[config.mk]
export PLATFORM = sky130hd
export DESIGN_NAME = stencil27_halo_neighbor_enumerator
export DESIGN_NICKNAME = d
export VERILOG_FILES = /design/src/hdl/s27hne_pkg.sv /design/src/hdl/s27hne_cfg.sv /design/src/hdl/s27hne_front.sv /design/src/hdl/s27hne_queue.sv /design/src/hdl/s27hne_back.sv /design/src/hdl/stencil27_halo_neighbor_enumerator.sv
export SDC_FILE = /design/constraint.sdc
export NUM_CORES = 2
export LEC_CHECK = 0
export BUFFER_PORTS_ARGS = -buffer_cell sky130_fd_sc_hd__buf_2
export CORE_ASPECT_RATIO = 0.5
export CORE_UTILIZATION = 35
export CTS_CLUSTER_SIZE = 25
export DETAILED_ROUTE_END_ITERATION = 6
export GPL_TIMING_DRIVEN = 0
export MAX_ROUTING_LAYER = met4
export REMOVE_ABC_BUFFERS = 1
export SYNTH_ARGS = -nofsm -noshare
export SYNTH_HDL_FRONTEND = slang
export SYNTH_SLANG_ARGS = --single-unit
[constraint.sdc]
create_clock -name aclk -period 9 [get_ports aclk]
set_clock_uncertainty 0.1 [all_clocks]
set_input_delay 0.9 -clock aclk [delete_from_list [all_inputs] [get_ports aclk]]
set_output_delay 0.9 -clock aclk [all_outputs]
set_load 0.005 [all_outputs]
[src/hdl/s27hne_pkg.sv]
// ---------------------------------------------------------------------------
// s27hne_pkg
// Shared types, constants and the stencil direction table for the
// 27-point halo neighbour enumerator.
// ---------------------------------------------------------------------------
package s27hne_pkg;

    localparam int MAX_DIM     = 256;
    localparam int DIM_W       = $clog2(MAX_DIM + 1);
    localparam int SIZE_W      = 9;
    localparam int COORD_W     = 8;
    localparam int NC_W        = COORD_W + 1;
    localparam int EXT_W       = (DIM_W > NC_W) ? DIM_W : NC_W;
    localparam int BYTES_W     = 32;
    localparam int IDX_W       = 24;
    localparam int NUM_DIRS    = 26;
    localparam int DIR_W       = $clog2(NUM_DIRS);
    localparam int NUM_CLS     = 3;
    localparam int CFG_IDX_W   = 3;
    localparam int S_TDATA_W   = 24;
    localparam int M_TDATA_W   = 64;
    localparam int QUEUE_DEPTH = 4;
    localparam int QPTR_W      = $clog2(QUEUE_DEPTH);
    localparam int QCNT_W      = $clog2(QUEUE_DEPTH + 1);
    localparam int DIVC_W      = $clog2(BYTES_W);
    localparam int T_W         = DIM_W + NC_W;
    localparam int P_W         = DIM_W + T_W + 1;

    // register indexes
    localparam logic [CFG_IDX_W-1:0] REG_X_SIZE       = 3'd0;
    localparam logic [CFG_IDX_W-1:0] REG_Y_SIZE       = 3'd1;
    localparam logic [CFG_IDX_W-1:0] REG_Z_SIZE       = 3'd2;
    localparam logic [CFG_IDX_W-1:0] REG_FACE_BYTES   = 3'd3;
    localparam logic [CFG_IDX_W-1:0] REG_EDGE_BYTES   = 3'd4;
    localparam logic [CFG_IDX_W-1:0] REG_CORNER_BYTES = 3'd5;
    localparam logic [CFG_IDX_W-1:0] REG_FLIT_BYTES   = 3'd6;

    typedef logic [1:0] st_t;
    localparam st_t ST_NBR   = 2'd0;
    localparam st_t ST_LONE  = 2'd1;
    localparam st_t ST_RANGE = 2'd2;

    typedef logic [1:0] cls_t;
    localparam cls_t CLS_FACE   = 2'd0;
    localparam cls_t CLS_EDGE   = 2'd1;
    localparam cls_t CLS_CORNER = 2'd2;

    typedef logic [1:0] ofs_t;
    localparam ofs_t OFS_ZERO = 2'd0;
    localparam ofs_t OFS_NEG  = 2'd1;
    localparam ofs_t OFS_POS  = 2'd2;

    typedef struct packed {
        ofs_t dx;
        ofs_t dy;
        ofs_t dz;
        cls_t cls;
    } dir_t;

    // faces, then edges, then corners
    localparam dir_t DIR_TAB [NUM_DIRS] = '{
        '{OFS_NEG,  OFS_ZERO, OFS_ZERO, CLS_FACE},
        '{OFS_POS,  OFS_ZERO, OFS_ZERO, CLS_FACE},
        '{OFS_ZERO, OFS_NEG,  OFS_ZERO, CLS_FACE},
        '{OFS_ZERO, OFS_POS,  OFS_ZERO, CLS_FACE},
        '{OFS_ZERO, OFS_ZERO, OFS_NEG,  CLS_FACE},
        '{OFS_ZERO, OFS_ZERO, OFS_POS,  CLS_FACE},
        '{OFS_NEG,  OFS_NEG,  OFS_ZERO, CLS_EDGE},
        '{OFS_NEG,  OFS_POS,  OFS_ZERO, CLS_EDGE},
        '{OFS_POS,  OFS_NEG,  OFS_ZERO, CLS_EDGE},
        '{OFS_POS,  OFS_POS,  OFS_ZERO, CLS_EDGE},
        '{OFS_ZERO, OFS_NEG,  OFS_NEG,  CLS_EDGE},
        '{OFS_ZERO, OFS_NEG,  OFS_POS,  CLS_EDGE},
        '{OFS_ZERO, OFS_POS,  OFS_NEG,  CLS_EDGE},
        '{OFS_ZERO, OFS_POS,  OFS_POS,  CLS_EDGE},
        '{OFS_NEG,  OFS_ZERO, OFS_NEG,  CLS_EDGE},
        '{OFS_POS,  OFS_ZERO, OFS_NEG,  CLS_EDGE},
        '{OFS_NEG,  OFS_ZERO, OFS_POS,  CLS_EDGE},
        '{OFS_POS,  OFS_ZERO, OFS_POS,  CLS_EDGE},
        '{OFS_NEG,  OFS_NEG,  OFS_NEG,  CLS_CORNER},
        '{OFS_NEG,  OFS_NEG,  OFS_POS,  CLS_CORNER},
        '{OFS_NEG,  OFS_POS,  OFS_NEG,  CLS_CORNER},
        '{OFS_NEG,  OFS_POS,  OFS_POS,  CLS_CORNER},
        '{OFS_POS,  OFS_NEG,  OFS_NEG,  CLS_CORNER},
        '{OFS_POS,  OFS_NEG,  OFS_POS,  CLS_CORNER},
        '{OFS_POS,  OFS_POS,  OFS_NEG,  CLS_CORNER},
        '{OFS_POS,  OFS_POS,  OFS_POS,  CLS_CORNER}
    };

    typedef struct packed {
        logic [DIM_W-1:0]                xn;
        logic [DIM_W-1:0]                yn;
        logic [DIM_W-1:0]                zn;
        logic [NUM_CLS-1:0][BYTES_W-1:0] flits;
        logic                            busy;
    } cfg_t;

    typedef struct packed {
        st_t                 st;
        logic [COORD_W-1:0]  x;
        logic [COORD_W-1:0]  y;
        logic [COORD_W-1:0]  z;
        logic [NUM_DIRS-1:0] mask;
    } q_entry_t;

    function automatic logic [DIM_W-1:0] clamp_dim(logic [SIZE_W-1:0] v);
        if (int'(v) > MAX_DIM) begin
            return DIM_W'(MAX_DIM);
        end
        return DIM_W'(v);
    endfunction

endpackage

[src/hdl/s27hne_cfg.sv]
// ---------------------------------------------------------------------------
// s27hne_cfg
// Configuration registers and the shared serial divider that works out the
// flit count of each neighbour class after a byte or flit size write.
// ---------------------------------------------------------------------------
module s27hne_cfg
    import s27hne_pkg::*;
(
    input  logic                 aclk,
    input  logic                 aresetn,
    input  logic                 cfg_valid,
    output logic                 cfg_ready,
    input  logic [CFG_IDX_W-1:0] cfg_index,
    input  logic [BYTES_W-1:0]   cfg_data,
    output cfg_t                 cfg_o
);

    typedef enum logic [1:0] {
        CS_IDLE,
        CS_LOAD,
        CS_DIV,
        CS_STORE
    } cstate_t;

    cstate_t                         state_reg;
    logic [SIZE_W-1:0]               x_size_reg;
    logic [SIZE_W-1:0]               y_size_reg;
    logic [SIZE_W-1:0]               z_size_reg;
    logic [BYTES_W-1:0]              face_bytes_reg;
    logic [BYTES_W-1:0]              edge_bytes_reg;
    logic [BYTES_W-1:0]              corner_bytes_reg;
    logic [BYTES_W-1:0]              flit_bytes_reg;
    logic [NUM_CLS-1:0][BYTES_W-1:0] flits_reg;
    cls_t                            cls_cnt_reg;
    logic [DIVC_W-1:0]               div_cnt_reg;
    logic [BYTES_W-1:0]              div_q_reg;
    logic [BYTES_W-1:0]              div_r_reg;

    logic                            wr;
    logic                            restart;
    logic [BYTES_W-1:0]              dividend;
    logic [BYTES_W:0]                rem_sh;
    logic [BYTES_W:0]                rem_sub;
    logic                            q_bit;
    logic [BYTES_W-1:0]              rem_new;
    logic [BYTES_W-1:0]              ceil_q;

    assign cfg_ready = 1'b1;
    assign wr        = cfg_valid && cfg_ready;
    assign restart   = wr && (cfg_index == REG_FACE_BYTES || cfg_index == REG_EDGE_BYTES ||
                              cfg_index == REG_CORNER_BYTES || cfg_index == REG_FLIT_BYTES);

    always_comb begin
        unique case (cls_cnt_reg)
            CLS_FACE:   dividend = face_bytes_reg;
            CLS_EDGE:   dividend = edge_bytes_reg;
            CLS_CORNER: dividend = corner_bytes_reg;
            default:    dividend = '0;
        endcase
    end

    // one restoring step a cycle
    always_comb begin
        rem_sh  = {div_r_reg, div_q_reg[BYTES_W-1]};
        rem_sub = rem_sh - {1'b0, flit_bytes_reg};
        q_bit   = (rem_sh >= {1'b0, flit_bytes_reg});
        rem_new = q_bit ? rem_sub[BYTES_W-1:0] : rem_sh[BYTES_W-1:0];
        ceil_q  = div_q_reg + BYTES_W'(div_r_reg != '0);
    end

    always_ff @(posedge aclk) begin
        if (!aresetn) begin
            state_reg        <= CS_IDLE;
            x_size_reg       <= SIZE_W'(1);
            y_size_reg       <= SIZE_W'(1);
            z_size_reg       <= SIZE_W'(1);
            face_bytes_reg   <= BYTES_W'(1);
            edge_bytes_reg   <= BYTES_W'(1);
            corner_bytes_reg <= BYTES_W'(1);
            flit_bytes_reg   <= BYTES_W'(1);
            flits_reg        <= {NUM_CLS{BYTES_W'(1)}};
            cls_cnt_reg      <= CLS_FACE;
            div_cnt_reg      <= '0;
        end else begin
            if (restart) begin
                state_reg   <= CS_LOAD;
                cls_cnt_reg <= CLS_FACE;
            end else begin
                unique case (state_reg)
                    CS_IDLE: begin
                    end
                    CS_LOAD: begin
                        div_q_reg   <= dividend;
                        div_r_reg   <= '0;
                        div_cnt_reg <= '0;
                        state_reg   <= CS_DIV;
                    end
                    CS_DIV: begin
                        div_q_reg <= {div_q_reg[BYTES_W-2:0], q_bit};
                        div_r_reg <= rem_new;
                        if (div_cnt_reg == DIVC_W'(BYTES_W - 1)) begin
                            state_reg <= CS_STORE;
                        end else begin
                            div_cnt_reg <= div_cnt_reg + DIVC_W'(1);
                        end
                    end
                    CS_STORE: begin
                        // zero flit size saturates
                        flits_reg[cls_cnt_reg] <= (flit_bytes_reg == '0) ? '1 : ceil_q;
                        if (cls_cnt_reg == CLS_CORNER) begin
                            state_reg <= CS_IDLE;
                        end else begin
                            cls_cnt_reg <= cls_cnt_reg + 2'd1;
                            state_reg   <= CS_LOAD;
                        end
                    end
                    default: state_reg <= CS_IDLE;
                endcase
            end

            if (wr) begin
                unique case (cfg_index)
                    REG_X_SIZE:       x_size_reg       <= cfg_data[SIZE_W-1:0];
                    REG_Y_SIZE:       y_size_reg       <= cfg_data[SIZE_W-1:0];
                    REG_Z_SIZE:       z_size_reg       <= cfg_data[SIZE_W-1:0];
                    REG_FACE_BYTES:   face_bytes_reg   <= cfg_data;
                    REG_EDGE_BYTES:   edge_bytes_reg   <= cfg_data;
                    REG_CORNER_BYTES: corner_bytes_reg <= cfg_data;
                    REG_FLIT_BYTES:   flit_bytes_reg   <= cfg_data;
                    default: begin
                    end
                endcase
            end
        end
    end

    assign cfg_o.xn    = clamp_dim(x_size_reg);
    assign cfg_o.yn    = clamp_dim(y_size_reg);
    assign cfg_o.zn    = clamp_dim(z_size_reg);
    assign cfg_o.flits = flits_reg;
    assign cfg_o.busy  = (state_reg != CS_IDLE);

    a_zero_flit_saturates: assert property (@(posedge aclk) disable iff (!aresetn)
        (state_reg == CS_IDLE && flit_bytes_reg == '0) |-> (flits_reg == '1))
        else $error("flit counts not saturated for zero flit size");

    a_size_write_restarts: assert property (@(posedge aclk) disable iff (!aresetn)
        restart |=> (state_reg == CS_LOAD && cls_cnt_reg == CLS_FACE))
        else $error("byte size write did not restart the divider");

    a_store_after_full_div: assert property (@(posedge aclk) disable iff (!aresetn)
        (state_reg == CS_STORE) |-> (div_cnt_reg == DIVC_W'(BYTES_W - 1)))
        else $error("flit count stored before division finished");

endmodule

[src/hdl/s27hne_front.sv]
// ---------------------------------------------------------------------------
// s27hne_front
// Accepts node coordinates, checks them against the grid and builds the
// mask of stencil neighbours that lie inside it.
// ---------------------------------------------------------------------------
module s27hne_front
    import s27hne_pkg::*;
(
    input  logic                 s_tvalid,
    output logic                 s_tready,
    input  logic [S_TDATA_W-1:0] s_tdata,
    input  cfg_t                 cfg_i,
    input  logic                 q_ready,
    output logic                 q_push,
    output q_entry_t             q_entry
);

    logic [COORD_W-1:0]  x, y, z;
    logic                x_in, y_in, z_in;
    logic                x_neg, y_neg, z_neg;
    logic                x_pos, y_pos, z_pos;
    logic [NUM_DIRS-1:0] mask;

    function automatic logic axis_ok(logic neg_ok, logic pos_ok, ofs_t d);
        unique case (d)
            OFS_NEG: return neg_ok;
            OFS_POS: return pos_ok;
            default: return 1'b1;
        endcase
    endfunction

    assign x = s_tdata[COORD_W-1:0];
    assign y = s_tdata[2*COORD_W-1:COORD_W];
    assign z = s_tdata[3*COORD_W-1:2*COORD_W];

    always_comb begin
        x_in  = EXT_W'(x) < EXT_W'(cfg_i.xn);
        y_in  = EXT_W'(y) < EXT_W'(cfg_i.yn);
        z_in  = EXT_W'(z) < EXT_W'(cfg_i.zn);
        x_neg = (x != '0);
        y_neg = (y != '0);
        z_neg = (z != '0);
        x_pos = (EXT_W'(x) + EXT_W'(1)) < EXT_W'(cfg_i.xn);
        y_pos = (EXT_W'(y) + EXT_W'(1)) < EXT_W'(cfg_i.yn);
        z_pos = (EXT_W'(z) + EXT_W'(1)) < EXT_W'(cfg_i.zn);
        for (int i = 0; i < NUM_DIRS; i++) begin
            mask[i] = axis_ok(x_neg, x_pos, DIR_TAB[i].dx) &&
                      axis_ok(y_neg, y_pos, DIR_TAB[i].dy) &&
                      axis_ok(z_neg, z_pos, DIR_TAB[i].dz);
        end
    end

    always_comb begin
        q_entry.x = x;
        q_entry.y = y;
        q_entry.z = z;
        if (!(x_in && y_in && z_in)) begin
            q_entry.st   = ST_RANGE;
            q_entry.mask = '0;
        end else if (mask == '0) begin
            q_entry.st   = ST_LONE;
            q_entry.mask = '0;
        end else begin
            q_entry.st   = ST_NBR;
            q_entry.mask = mask;
        end
    end

    // hold off while flit counts are being recomputed
    assign s_tready = q_ready && !cfg_i.busy;
    assign q_push   = s_tvalid && s_tready;

endmodule

[src/hdl/s27hne_queue.sv]
// ---------------------------------------------------------------------------
// s27hne_queue
// Short queue of classified node jobs between the front and back parts.
// ---------------------------------------------------------------------------
module s27hne_queue
    import s27hne_pkg::*;
(
    input  logic     aclk,
    input  logic     aresetn,
    input  logic     push,
    input  q_entry_t push_entry,
    output logic     push_ready,
    input  logic     pop,
    output q_entry_t pop_entry,
    output logic     pop_valid
);

    q_entry_t            mem_reg [QUEUE_DEPTH];
    logic [QPTR_W-1:0]   wr_ptr_reg;
    logic [QPTR_W-1:0]   rd_ptr_reg;
    logic [QCNT_W-1:0]   cnt_reg;

    assign push_ready = (cnt_reg != QCNT_W'(QUEUE_DEPTH));
    assign pop_valid  = (cnt_reg != '0);
    assign pop_entry  = mem_reg[rd_ptr_reg];

    always_ff @(posedge aclk) begin
        if (push) begin
            mem_reg[wr_ptr_reg] <= push_entry;
        end
    end

    always_ff @(posedge aclk) begin
        if (!aresetn) begin
            wr_ptr_reg <= '0;
            rd_ptr_reg <= '0;
            cnt_reg    <= '0;
        end else begin
            if (push) begin
                wr_ptr_reg <= (wr_ptr_reg == QPTR_W'(QUEUE_DEPTH - 1)) ? '0
                                                                       : wr_ptr_reg + QPTR_W'(1);
            end
            if (pop) begin
                rd_ptr_reg <= (rd_ptr_reg == QPTR_W'(QUEUE_DEPTH - 1)) ? '0
                                                                       : rd_ptr_reg + QPTR_W'(1);
            end
            if (push && !pop) begin
                cnt_reg <= cnt_reg + QCNT_W'(1);
            end else if (pop && !push) begin
                cnt_reg <= cnt_reg - QCNT_W'(1);
            end
        end
    end

endmodule

[src/hdl/s27hne_back.sv]
// ---------------------------------------------------------------------------
// s27hne_back
// Walks each job's neighbour mask, one neighbour a cycle unless the output
// stalls, and computes the linear index in a short multiply pipeline.
// ---------------------------------------------------------------------------
module s27hne_back
    import s27hne_pkg::*;
(
    input  logic                 aclk,
    input  logic                 aresetn,
    input  cfg_t                 cfg_i,
    input  logic                 q_valid,
    input  q_entry_t             q_entry,
    output logic                 q_pop,
    output logic                 m_tvalid,
    input  logic                 m_tready,
    output logic [M_TDATA_W-1:0] m_tdata,   // neighbor_index, neighbor_class, flit_count
    output logic [1:0]           m_tuser,   // status
    output logic                 m_tlast    // last_result
);

    // job being walked
    logic                w_valid_reg;
    st_t                 w_st_reg;
    logic [COORD_W-1:0]  w_x_reg, w_y_reg, w_z_reg;
    logic [NUM_DIRS-1:0] w_mask_reg;

    // stage a: neighbour coordinates
    logic                a_valid_reg, a_last_reg;
    st_t                 a_st_reg;
    cls_t                a_cls_reg;
    logic [BYTES_W-1:0]  a_flit_reg;
    logic [NC_W-1:0]     a_nx_reg, a_ny_reg, a_nz_reg;

    // stage b: yn * nz
    logic                b_valid_reg, b_last_reg;
    st_t                 b_st_reg;
    cls_t                b_cls_reg;
    logic [BYTES_W-1:0]  b_flit_reg;
    logic [NC_W-1:0]     b_nx_reg, b_ny_reg;
    logic [T_W-1:0]      b_t_reg;

    // stage c: xn * (ny + yn * nz)
    logic                c_valid_reg, c_last_reg;
    st_t                 c_st_reg;
    cls_t                c_cls_reg;
    logic [BYTES_W-1:0]  c_flit_reg;
    logic [NC_W-1:0]     c_nx_reg;
    logic [P_W-1:0]      c_p_reg;

    // output beat
    logic                o_valid_reg, o_last_reg;
    st_t                 o_st_reg;
    cls_t                o_cls_reg;
    logic [BYTES_W-1:0]  o_flit_reg;
    logic [IDX_W-1:0]    o_idx_reg;

    logic                adv;
    logic                issue;
    logic                item_last;
    logic [DIR_W-1:0]    sel;
    logic [NUM_DIRS-1:0] mask_rest;
    dir_t                dir;
    logic [T_W:0]        u_sum;
    logic [P_W:0]        lin_sum;

    function automatic logic [NC_W-1:0] step(logic [COORD_W-1:0] c, ofs_t d);
        unique case (d)
            OFS_NEG: return NC_W'(c) - NC_W'(1);
            OFS_POS: return NC_W'(c) + NC_W'(1);
            default: return NC_W'(c);
        endcase
    endfunction

    assign adv = !o_valid_reg || m_tready;

    // lowest pending neighbour comes first
    always_comb begin
        sel = '0;
        for (int i = NUM_DIRS - 1; i >= 0; i--) begin
            if (w_mask_reg[i]) begin
                sel = DIR_W'(i);
            end
        end
        mask_rest      = w_mask_reg;
        mask_rest[sel] = 1'b0;
        dir            = DIR_TAB[sel];
        item_last      = (w_st_reg != ST_NBR) || (mask_rest == '0);
        issue          = w_valid_reg && adv;
        q_pop          = q_valid && (!w_valid_reg || (issue && item_last));
    end

    always_ff @(posedge aclk) begin
        if (!aresetn) begin
            w_valid_reg <= 1'b0;
        end else begin
            if (q_pop) begin
                w_valid_reg <= 1'b1;
                w_st_reg    <= q_entry.st;
                w_x_reg     <= q_entry.x;
                w_y_reg     <= q_entry.y;
                w_z_reg     <= q_entry.z;
                w_mask_reg  <= q_entry.mask;
            end else if (issue && item_last) begin
                w_valid_reg <= 1'b0;
            end else if (issue) begin
                w_mask_reg <= mask_rest;
            end
        end
    end

    assign u_sum   = {1'b0, b_t_reg} + (T_W + 1)'(b_ny_reg);
    assign lin_sum = (P_W + 1)'(c_nx_reg) + (P_W + 1)'(c_p_reg);

    always_ff @(posedge aclk) begin
        if (!aresetn) begin
            a_valid_reg <= 1'b0;
            b_valid_reg <= 1'b0;
            c_valid_reg <= 1'b0;
            o_valid_reg <= 1'b0;
        end else if (adv) begin
            a_valid_reg <= issue;
            b_valid_reg <= a_valid_reg;
            c_valid_reg <= b_valid_reg;
            o_valid_reg <= c_valid_reg;
        end
    end

    always_ff @(posedge aclk) begin
        if (adv) begin
            a_st_reg   <= w_st_reg;
            a_last_reg <= item_last;
            a_cls_reg  <= (w_st_reg == ST_NBR) ? dir.cls : CLS_FACE;
            a_flit_reg <= (w_st_reg == ST_NBR) ? cfg_i.flits[dir.cls] : '0;
            a_nx_reg   <= step(w_x_reg, dir.dx);
            a_ny_reg   <= step(w_y_reg, dir.dy);
            a_nz_reg   <= step(w_z_reg, dir.dz);

            b_st_reg   <= a_st_reg;
            b_last_reg <= a_last_reg;
            b_cls_reg  <= a_cls_reg;
            b_flit_reg <= a_flit_reg;
            b_nx_reg   <= a_nx_reg;
            b_ny_reg   <= a_ny_reg;
            b_t_reg    <= T_W'(cfg_i.yn) * T_W'(a_nz_reg);

            c_st_reg   <= b_st_reg;
            c_last_reg <= b_last_reg;
            c_cls_reg  <= b_cls_reg;
            c_flit_reg <= b_flit_reg;
            c_nx_reg   <= b_nx_reg;
            c_p_reg    <= P_W'(cfg_i.xn) * P_W'(u_sum);

            o_st_reg   <= c_st_reg;
            o_last_reg <= c_last_reg;
            o_cls_reg  <= c_cls_reg;
            o_flit_reg <= c_flit_reg;
            o_idx_reg  <= (c_st_reg == ST_NBR) ? IDX_W'(lin_sum) : '0;
        end
    end

    assign m_tvalid = o_valid_reg;
    assign m_tuser  = o_st_reg;
    assign m_tlast  = o_last_reg;
    assign m_tdata  = M_TDATA_W'({o_flit_reg, o_cls_reg, o_idx_reg});

    a_status_beat_alone: assert property (@(posedge aclk) disable iff (!aresetn)
        (m_tvalid && m_tuser != ST_NBR) |-> (m_tlast && m_tdata == '0))
        else $error("status beat not final or not cleared");

    a_pop_needs_entry: assert property (@(posedge aclk) disable iff (!aresetn)
        q_pop |-> q_valid)
        else $error("queue popped while empty");

    a_nbr_job_has_mask: assert property (@(posedge aclk) disable iff (!aresetn)
        (w_valid_reg && w_st_reg == ST_NBR) |-> (w_mask_reg != '0))
        else $error("neighbour job with empty mask");

endmodule

[src/hdl/stencil27_halo_neighbor_enumerator.sv]
// ---------------------------------------------------------------------------
// stencil27_halo_neighbor_enumerator
// Lists the in-grid 27-point stencil neighbours of a node with linear index,
// class and flit count; front classifier, job queue and back sequencer.
// ---------------------------------------------------------------------------
// path: queue entry, walk register, stages a, b and c, output register
// throughput: one result beat a cycle while m_tready holds; a node gives one
//   beat per neighbour (26 inside the grid), a status result a single beat
// reset: grid 1x1x1, all byte sizes 1, flit counts 1; after a write to a byte
//   or flit size register s_tready stays low while the serial divider
//   recomputes the flit counts
module stencil27_halo_neighbor_enumerator
    import s27hne_pkg::*;
(
    input  logic                 aclk,
    input  logic                 aresetn,
    input  logic                 s_tvalid,
    output logic                 s_tready,
    input  logic [S_TDATA_W-1:0] s_tdata,   // x_coord, y_coord, z_coord
    output logic                 m_tvalid,
    input  logic                 m_tready,
    output logic [M_TDATA_W-1:0] m_tdata,   // neighbor_index, neighbor_class, flit_count
    output logic [1:0]           m_tuser,   // status
    output logic                 m_tlast,   // last_result
    input  logic                 cfg_valid,
    output logic                 cfg_ready,
    input  logic [CFG_IDX_W-1:0] cfg_index,
    input  logic [BYTES_W-1:0]   cfg_data
);

    cfg_t     cfg;
    logic     q_ready;
    logic     q_push;
    q_entry_t q_in;
    logic     q_pop;
    logic     q_valid;
    q_entry_t q_out;

    s27hne_cfg u_cfg (
        .aclk      (aclk),
        .aresetn   (aresetn),
        .cfg_valid (cfg_valid),
        .cfg_ready (cfg_ready),
        .cfg_index (cfg_index),
        .cfg_data  (cfg_data),
        .cfg_o     (cfg)
    );

    s27hne_front u_front (
        .s_tvalid (s_tvalid),
        .s_tready (s_tready),
        .s_tdata  (s_tdata),
        .cfg_i    (cfg),
        .q_ready  (q_ready),
        .q_push   (q_push),
        .q_entry  (q_in)
    );

    s27hne_queue u_queue (
        .aclk       (aclk),
        .aresetn    (aresetn),
        .push       (q_push),
        .push_entry (q_in),
        .push_ready (q_ready),
        .pop        (q_pop),
        .pop_entry  (q_out),
        .pop_valid  (q_valid)
    );

    s27hne_back u_back (
        .aclk     (aclk),
        .aresetn  (aresetn),
        .cfg_i    (cfg),
        .q_valid  (q_valid),
        .q_entry  (q_out),
        .q_pop    (q_pop),
        .m_tvalid (m_tvalid),
        .m_tready (m_tready),
        .m_tdata  (m_tdata),
        .m_tuser  (m_tuser),
        .m_tlast  (m_tlast)
    );

endmodule

Yosys cells after proc, flatten, opt, wreduce, memory -nomap -nowiden
Memory sizes are Yosys's and may differ from the RTL's. A register that Yosys moved wholly into a read port is not among the register bits.
Index checks and enable logic that the tools add are counted.
{ "totals": {"ff_bits": 656, "ram_bits": 208, "rom_bits": 256, "output_inout_bits": 70, "wordCells": 278, "n_memories": 2} }
{ "memory_table": {"columns": ["memory", "depth", "width", "read_ports", "rd_ports_with_merged_regs", "wr", "line", "source"], "rows": [
  ["(name not given)", 32, 8, 1, 0, 0, "s27hne_back.sv:87", "dir = DIR_TAB[sel];"],
  ["u_queue.mem_reg", 4, 52, 1, 1, 1, "s27hne_queue.sv:18", "q_entry_t mem_reg [QUEUE_DEPTH];"]
]} }
{ "classes": {"n_addsub": 19, "n_mul": 2, "magnitude_cmp": 16, "eq_ne": 25, "n_mux": 75, "bitwise_logic": 6, "reduce_logical": 79} }
{ "op_table": {"columns": ["operator", "n"], "rows": [
  ["2-to-1 mux 5 bit", 27],
  ["2-to-1 mux 26 bit", 5],
  ["2-to-1 mux 32 bit", 4],
  ["one-hot mux 32 bit (2 select lines)", 2],
  ["bitwise mux 96 bit", 1],
  ["one-hot mux 32 bit (3 select lines)", 1],
  ["binary-select mux 32 bit (select 2 bit)", 1],
  ["demux 32 bit (select 2 bit)", 1],
  ["adder 8 x 1 -> 9 bit, second input constant", 6],
  ["2-to-1 mux 9 bit", 6],
  ["one-hot mux 9 bit (2 select lines)", 3],
  ["logical NOT 26 bit", 2],
  [">= comparator 33 x 32 -> 1 bit", 1],
  ["adder 32 x 1 -> 32 bit", 1],
  ["logical AND 1 bit", 32],
  ["logical NOT 32 bit", 1],
  ["nonzero test 32 bit", 1],
  ["subtractor 32 bit", 1],
  ["> comparator 9 bit, second input constant", 3],
  ["less-than comparator 8 x 9 -> 1 bit", 3],
  ["less-than comparator 9 bit", 3],
  ["subtractor 8 x 1 -> 9 bit, second input constant", 3],
  ["AND 26 bit", 1],
  ["NOT 26 bit", 1],
  ["other kinds (43)", 112]
]} }

Logic depth before layout (Yosys ltp)
{ "depth": {"ltp_word": 40, "depth_mapped": 29, "depth_no_buf": 29} }

By module
Synthesis repeated with hierarchy kept, for this count alone.
{ "unflattened": {"hier_cells": 4339, "hier_area_um2": 46923.8} }
{ "by_module_without_submodules": {"columns": ["module", "n_inst", "cells_each", "area_per_inst_um2"], "rows": [
  ["s27hne_back", 1, 1918, 21682.0],
  ["s27hne_cfg", 1, 1840, 15275.9],
  ["s27hne_queue", 1, 317, 8023.9],
  ["s27hne_front", 1, 264, 1941.9]
]} }

Least setup slack after synthesis
No wires, ideal clock.
{ "synth_timing": {"kind": "input port to flip-flop", "startpoint": "in m_tready", "endpoint": "reg u_back.a_cls_reg[0] (enable)", "setup_ns": 0.618, "arrival_ns": 6.310, "required_time_ns": 8.282, "slack_ns": 1.972, "cell_stages": 3, "n_path_buf": 1, "cell_sequence": "nor2b_1 -> clkbuf_1 -> inv_1"} }
{ "synth_between": {"elab_chain_cells": 1} }
{ "synth_lines": {"columns": ["item", "line", "source"], "rows": [
  ["from (decl)", "stencil27_halo_neighbor_enumerator.sv:21", "input logic m_tready,"],
  ["logical OR 1 bit", "s27hne_back.sv:75", "assign adv = !o_valid_reg || m_tready;"],
  ["to (signal assigned)", "s27hne_back.sv:133", "a_cls_reg <= (w_st_reg == ST_NBR) ? dir.cls : CLS_FACE;"],
  ["to (decl)", "s27hne_back.sv:31", "cls_t a_cls_reg;"]
]} }
No other way between the ends.
A chain may end at the register's enable or synchronous reset.

Worst setup path after layout
{ "layout_timing": {"startpoint": "reg u_back.b_t_reg[0]", "endpoint": "reg u_back.c_p_reg[23], data pin"} }
{ "layout_between": {"elab_chain_cells": 2} }
{ "layout_lines": {"columns": ["item", "line", "source"], "rows": [
  ["from (decl)", "s27hne_back.sv:41", "logic [T_W-1:0] b_t_reg;"],
  ["from (signal assigned)", "s27hne_back.sv:145", "b_t_reg <= T_W'(cfg_i.yn) * T_W'(a_nz_reg);"],
  ["adder 18 x 9 -> 19 bit", "s27hne_back.sv:112", "assign u_sum = {1'b0, b_t_reg} + (T_W + 1)'(b_ny_reg);"],
  ["multiplier 9 x 19 -> 24 bit", "s27hne_back.sv:152", "c_p_reg <= P_W'(cfg_i.xn) * P_W'(u_sum);"],
  ["to (signal assigned)", "s27hne_back.sv:152", null],
  ["to (decl)", "s27hne_back.sv:49", "logic [P_W-1:0] c_p_reg;"]
]} }
No other way between the ends.

==> flow_summary.ini <==
[clock_tree]
cts_hold_buffers = 0
post_cts_buffers = 0
clockBufferDepth = 3
cts.sinks = 866
insertion_delay_ns = 0.68
cts_tree = built
cts_made_buffers = 84
cts_resized = 0
htreeDepth = 3
clockRootBuffer = clkbuf_16
clkTransAtPathRegs_ns = 0.07

[critical_path]
crit_top_cell = fa_1
cp_slowest_stage_delay_ns = 0.57
arrival_ns = 8.07
crit_end = u_back.c_p_reg[23]$_DFFE_PN_
worstReg2RegEnd = u_back.c_p_reg[23]$_DFFE_PN_
r2r_slack_ns = 1.24
startpoint_type = flip-flop
rr_worst_depth = 29
cp-startpoint = u_back.b_t_reg[0]$_DFFE_PN_
endpoint_kind = flip-flop
required_ns = 9.31
worst-setup-path-type = reg2reg
crit_slowest_cell = fa_1
r2r_start = u_back.b_t_reg[0]$_DFFE_PN_
critPathMaxFanout = 9

[floorplanning]
dieArea_um2 = 131500
io_pins = 134
start_util_pct = 35.30
fp.dieH_um = 256.9
rows = 93
core-area_um2 = 128800
die_x_um = 511.8

[synth]
synthesis.area_um2 = 45470
syn-instance-count = 4109
synthTopCellsByCount = nand2_1 (610), edfxtp_1 (592), nor2_1 (343)
ys.flop_type = edfxtp_1
synth_top_area_cell = edfxtp_1
synth_edf_count = 592
yosys_register_bits = 866
syn_area_per_cell_um2 = 11.07
synth_most_common_cell = nand2_1
async_flop_share_pct = 0
synth_cell_type_count = 84
synthTopCellsByArea = edfxtp_1 (39%), dfxtp_1 (12%), fa_1 (7.6%)
yosysWarnings = 0
synth_top_area_share_pct = 39.09
yosysSeqAreaShare_pct = 51.15

[power]
switching_share_pct = 32.87
totalPowerFinal_mw = 13.45
pwr-share-comb_pct = 30.4
p_per_area_nw_per_um2 = 263.1
p_int_mw = 9.030
p_switching_mw = 4.422
power_leakage_nw = 19.83
pwr-share-seq_pct = 41.6
vdd_drop_max_mv = 0.1571
clkPwrFrac_pct = 28.0

[routing]
drt-pass1-iter-count = 7
remaining_drc_errors = 4
via_count = 30370
wire_per_inst_um = 17.77
wl_mm = 105.7
drt_iter0_markers = 2374
via_per_inst = 5.105
ant_nets = 0

[layout]
seqCellArea_um2 = 23270
fin_cells = 5949
area_delta_synth_final_pct = 12.43
fin_area_um2 = 51130
nFillCells = 12180
largest_reg_flops = 208
utilization_pct = 39.69
layout.nets = 4614
multi_input_area_um2 = 20480
drive_gt1_share_pct = 10.31

[global_route]
antenna_found_initial = 17
grtUsageTotal_pct = 16.39
grt-ovfl-total = 0
grt_pass1_vias = 30660
grt_pass1_wl_mm = 167.5
grt_max_degree = 160

[run_status]
outcome = complete, but fails checks
violations = design-rule violations

[job]
maxCapViolations = 0

[sta]
slew_headroom_pct = 9.724
grt_setup_unrepaired = no
fin_crit_ns = 7.763
worstMarginPinSlew_ns = 1.351
finalMaxSlewViolations = 0
timing.final.ws_setup_ns = 1.237
max_freq_ghz = 0.1288
setup_tns_ns = 0
hold_viol = 0
fin_crit_sh_pct = 86.25
fin_hold_ws_ns = 0.3067
setup_viol_count_final = 0

[placement]
placed_cell_area_um2 = 48140
dp_cells = 5785
port_buffers = 126
gp_congestion = 0.8961
dp_hpwl_mm = 73.47
pre_cts_ws_ns = 1.200

[hold_path]
hp-class = reg2reg
final cells by class:
cell class | instances | share of cell area (%)
multi-input combinational | 2753 | 40.06
tap | 1710 | 4.185
inverter | 304 | 2.261
clock inverter | 47 | 1.158
timing repair buffer | 152 | 2.149
clock buffer | 108 | 4.630
antenna | 9 | 0.04405
sequential | 866 | 45.52
worst min-delay path by stage:
stage	depth (start not counted)	start	slack, ns	end
2_1_floorplan	0	u_back.a_cls_reg[0]$_SDFFCE_PN0N_	0.30	u_back.b_cls_reg[0]$_DFFE_PN_
3_3_place_gp	0	u_back.a_st_reg[1]$_DFFE_PN_	0.30	u_back.b_st_reg[1]$_DFFE_PN_
3_5_place_dp	0	u_back.a_nx_reg[2]$_DFFE_PN_	0.30	u_back.b_nx_reg[2]$_DFFE_PN_
4_1_cts	0	u_back.a_nx_reg[8]$_SDFFCE_PP0N_	0.30	u_back.b_nx_reg[8]$_DFFE_PN_
5_1_grt	0	u_back.a_nx_reg[8]$_SDFFCE_PP0N_	0.31	u_back.b_nx_reg[8]$_DFFE_PN_
6_report	0	u_back.a_nx_reg[8]$_SDFFCE_PP0N_	0.31	u_back.b_nx_reg[8]$_DFFE_PN_
metal layers:
layer	vias up	global-route usage [%]	routed length (µm)
li1	14510	-	-
met2	652	27.15	51500
met1	15010	20.36	46480
met5	-	-	0
met4	0	5.690	3190
met3	202	2.601	4518
cells in the final DEF (no fill, tap or decap), types with 26 or more instances in the layout:
cell / Yosys / layout
nand2_1: 610 / 610
edfxtp_1: 592 / 592
nor2_1: 343 / 336
inv_1: 301 / 300
dfxtp_1: 274 / 271
a21oi_1: 239 / 239
ha_1: 217 / 213
fa_1: 172 / 172
a211oi_1: 128 / 128
buf_2: 7 / 126
xnor2_1: 115 / 115
o21ai_0: 113 / 111
clkbuf_16: 0 / 88
and2_1: 81 / 81
mux2i_1: 72 / 72
nor2b_1: 58 / 53
a21o_1: 53 / 53
xor2_1: 53 / 53
mux4_2: 52 / 52
nand3_1: 50 / 47
nor3_1: 36 / 35
a222oi_1: 33 / 33
nor4_1: 30 / 28
nand4_1: 26 / 26
power by group through the flow:
stage	Clock (mW)	Combinational, mW	Sequential, mW
final	3.77	4.09	5.60
after global routing	4.01	4.61	5.68
after CTS	3.86	4.14	5.61
after detailed placement	0	4.11	5.69
after global placement	0	3.95	5.76
after floorplan	0	3.03	5.55
critical path, delay by kind of cell (launching register included):
| family | cells | cell delay (ns) |
|---|---|---|
| and+or+nand+nor | 5 | 0.55 |
| AOI/OAI and AO/OA | 11 | 2.55 |
| buffers and inverters | 4 | 0.19 |
| adders and majority gates | 7 | 3.11 |
| DFF | 1 | 0.41 |
| xor gates and xnor gates | 2 | 0.59 |
kinds of logic (layout without fill, tap and decap cells):
group                    Yosys count  in the layout  share of synthesized area, %
AND/OR/NAND/NOR                 1341           1341                         13.14
flip-flops                       866            866                         51.15
AO/OA/AOI/OAI                    706            706                         10.06
buffers and inverters            495            611                         4.179
adder cells (fa/ha/maj)          389            389                         13.54
XOR/XNOR                         168            168                         3.236
multiplexers                     142            142                         4.672
other                              2             16                       0.01651
(Power assumes the default switching activity.)
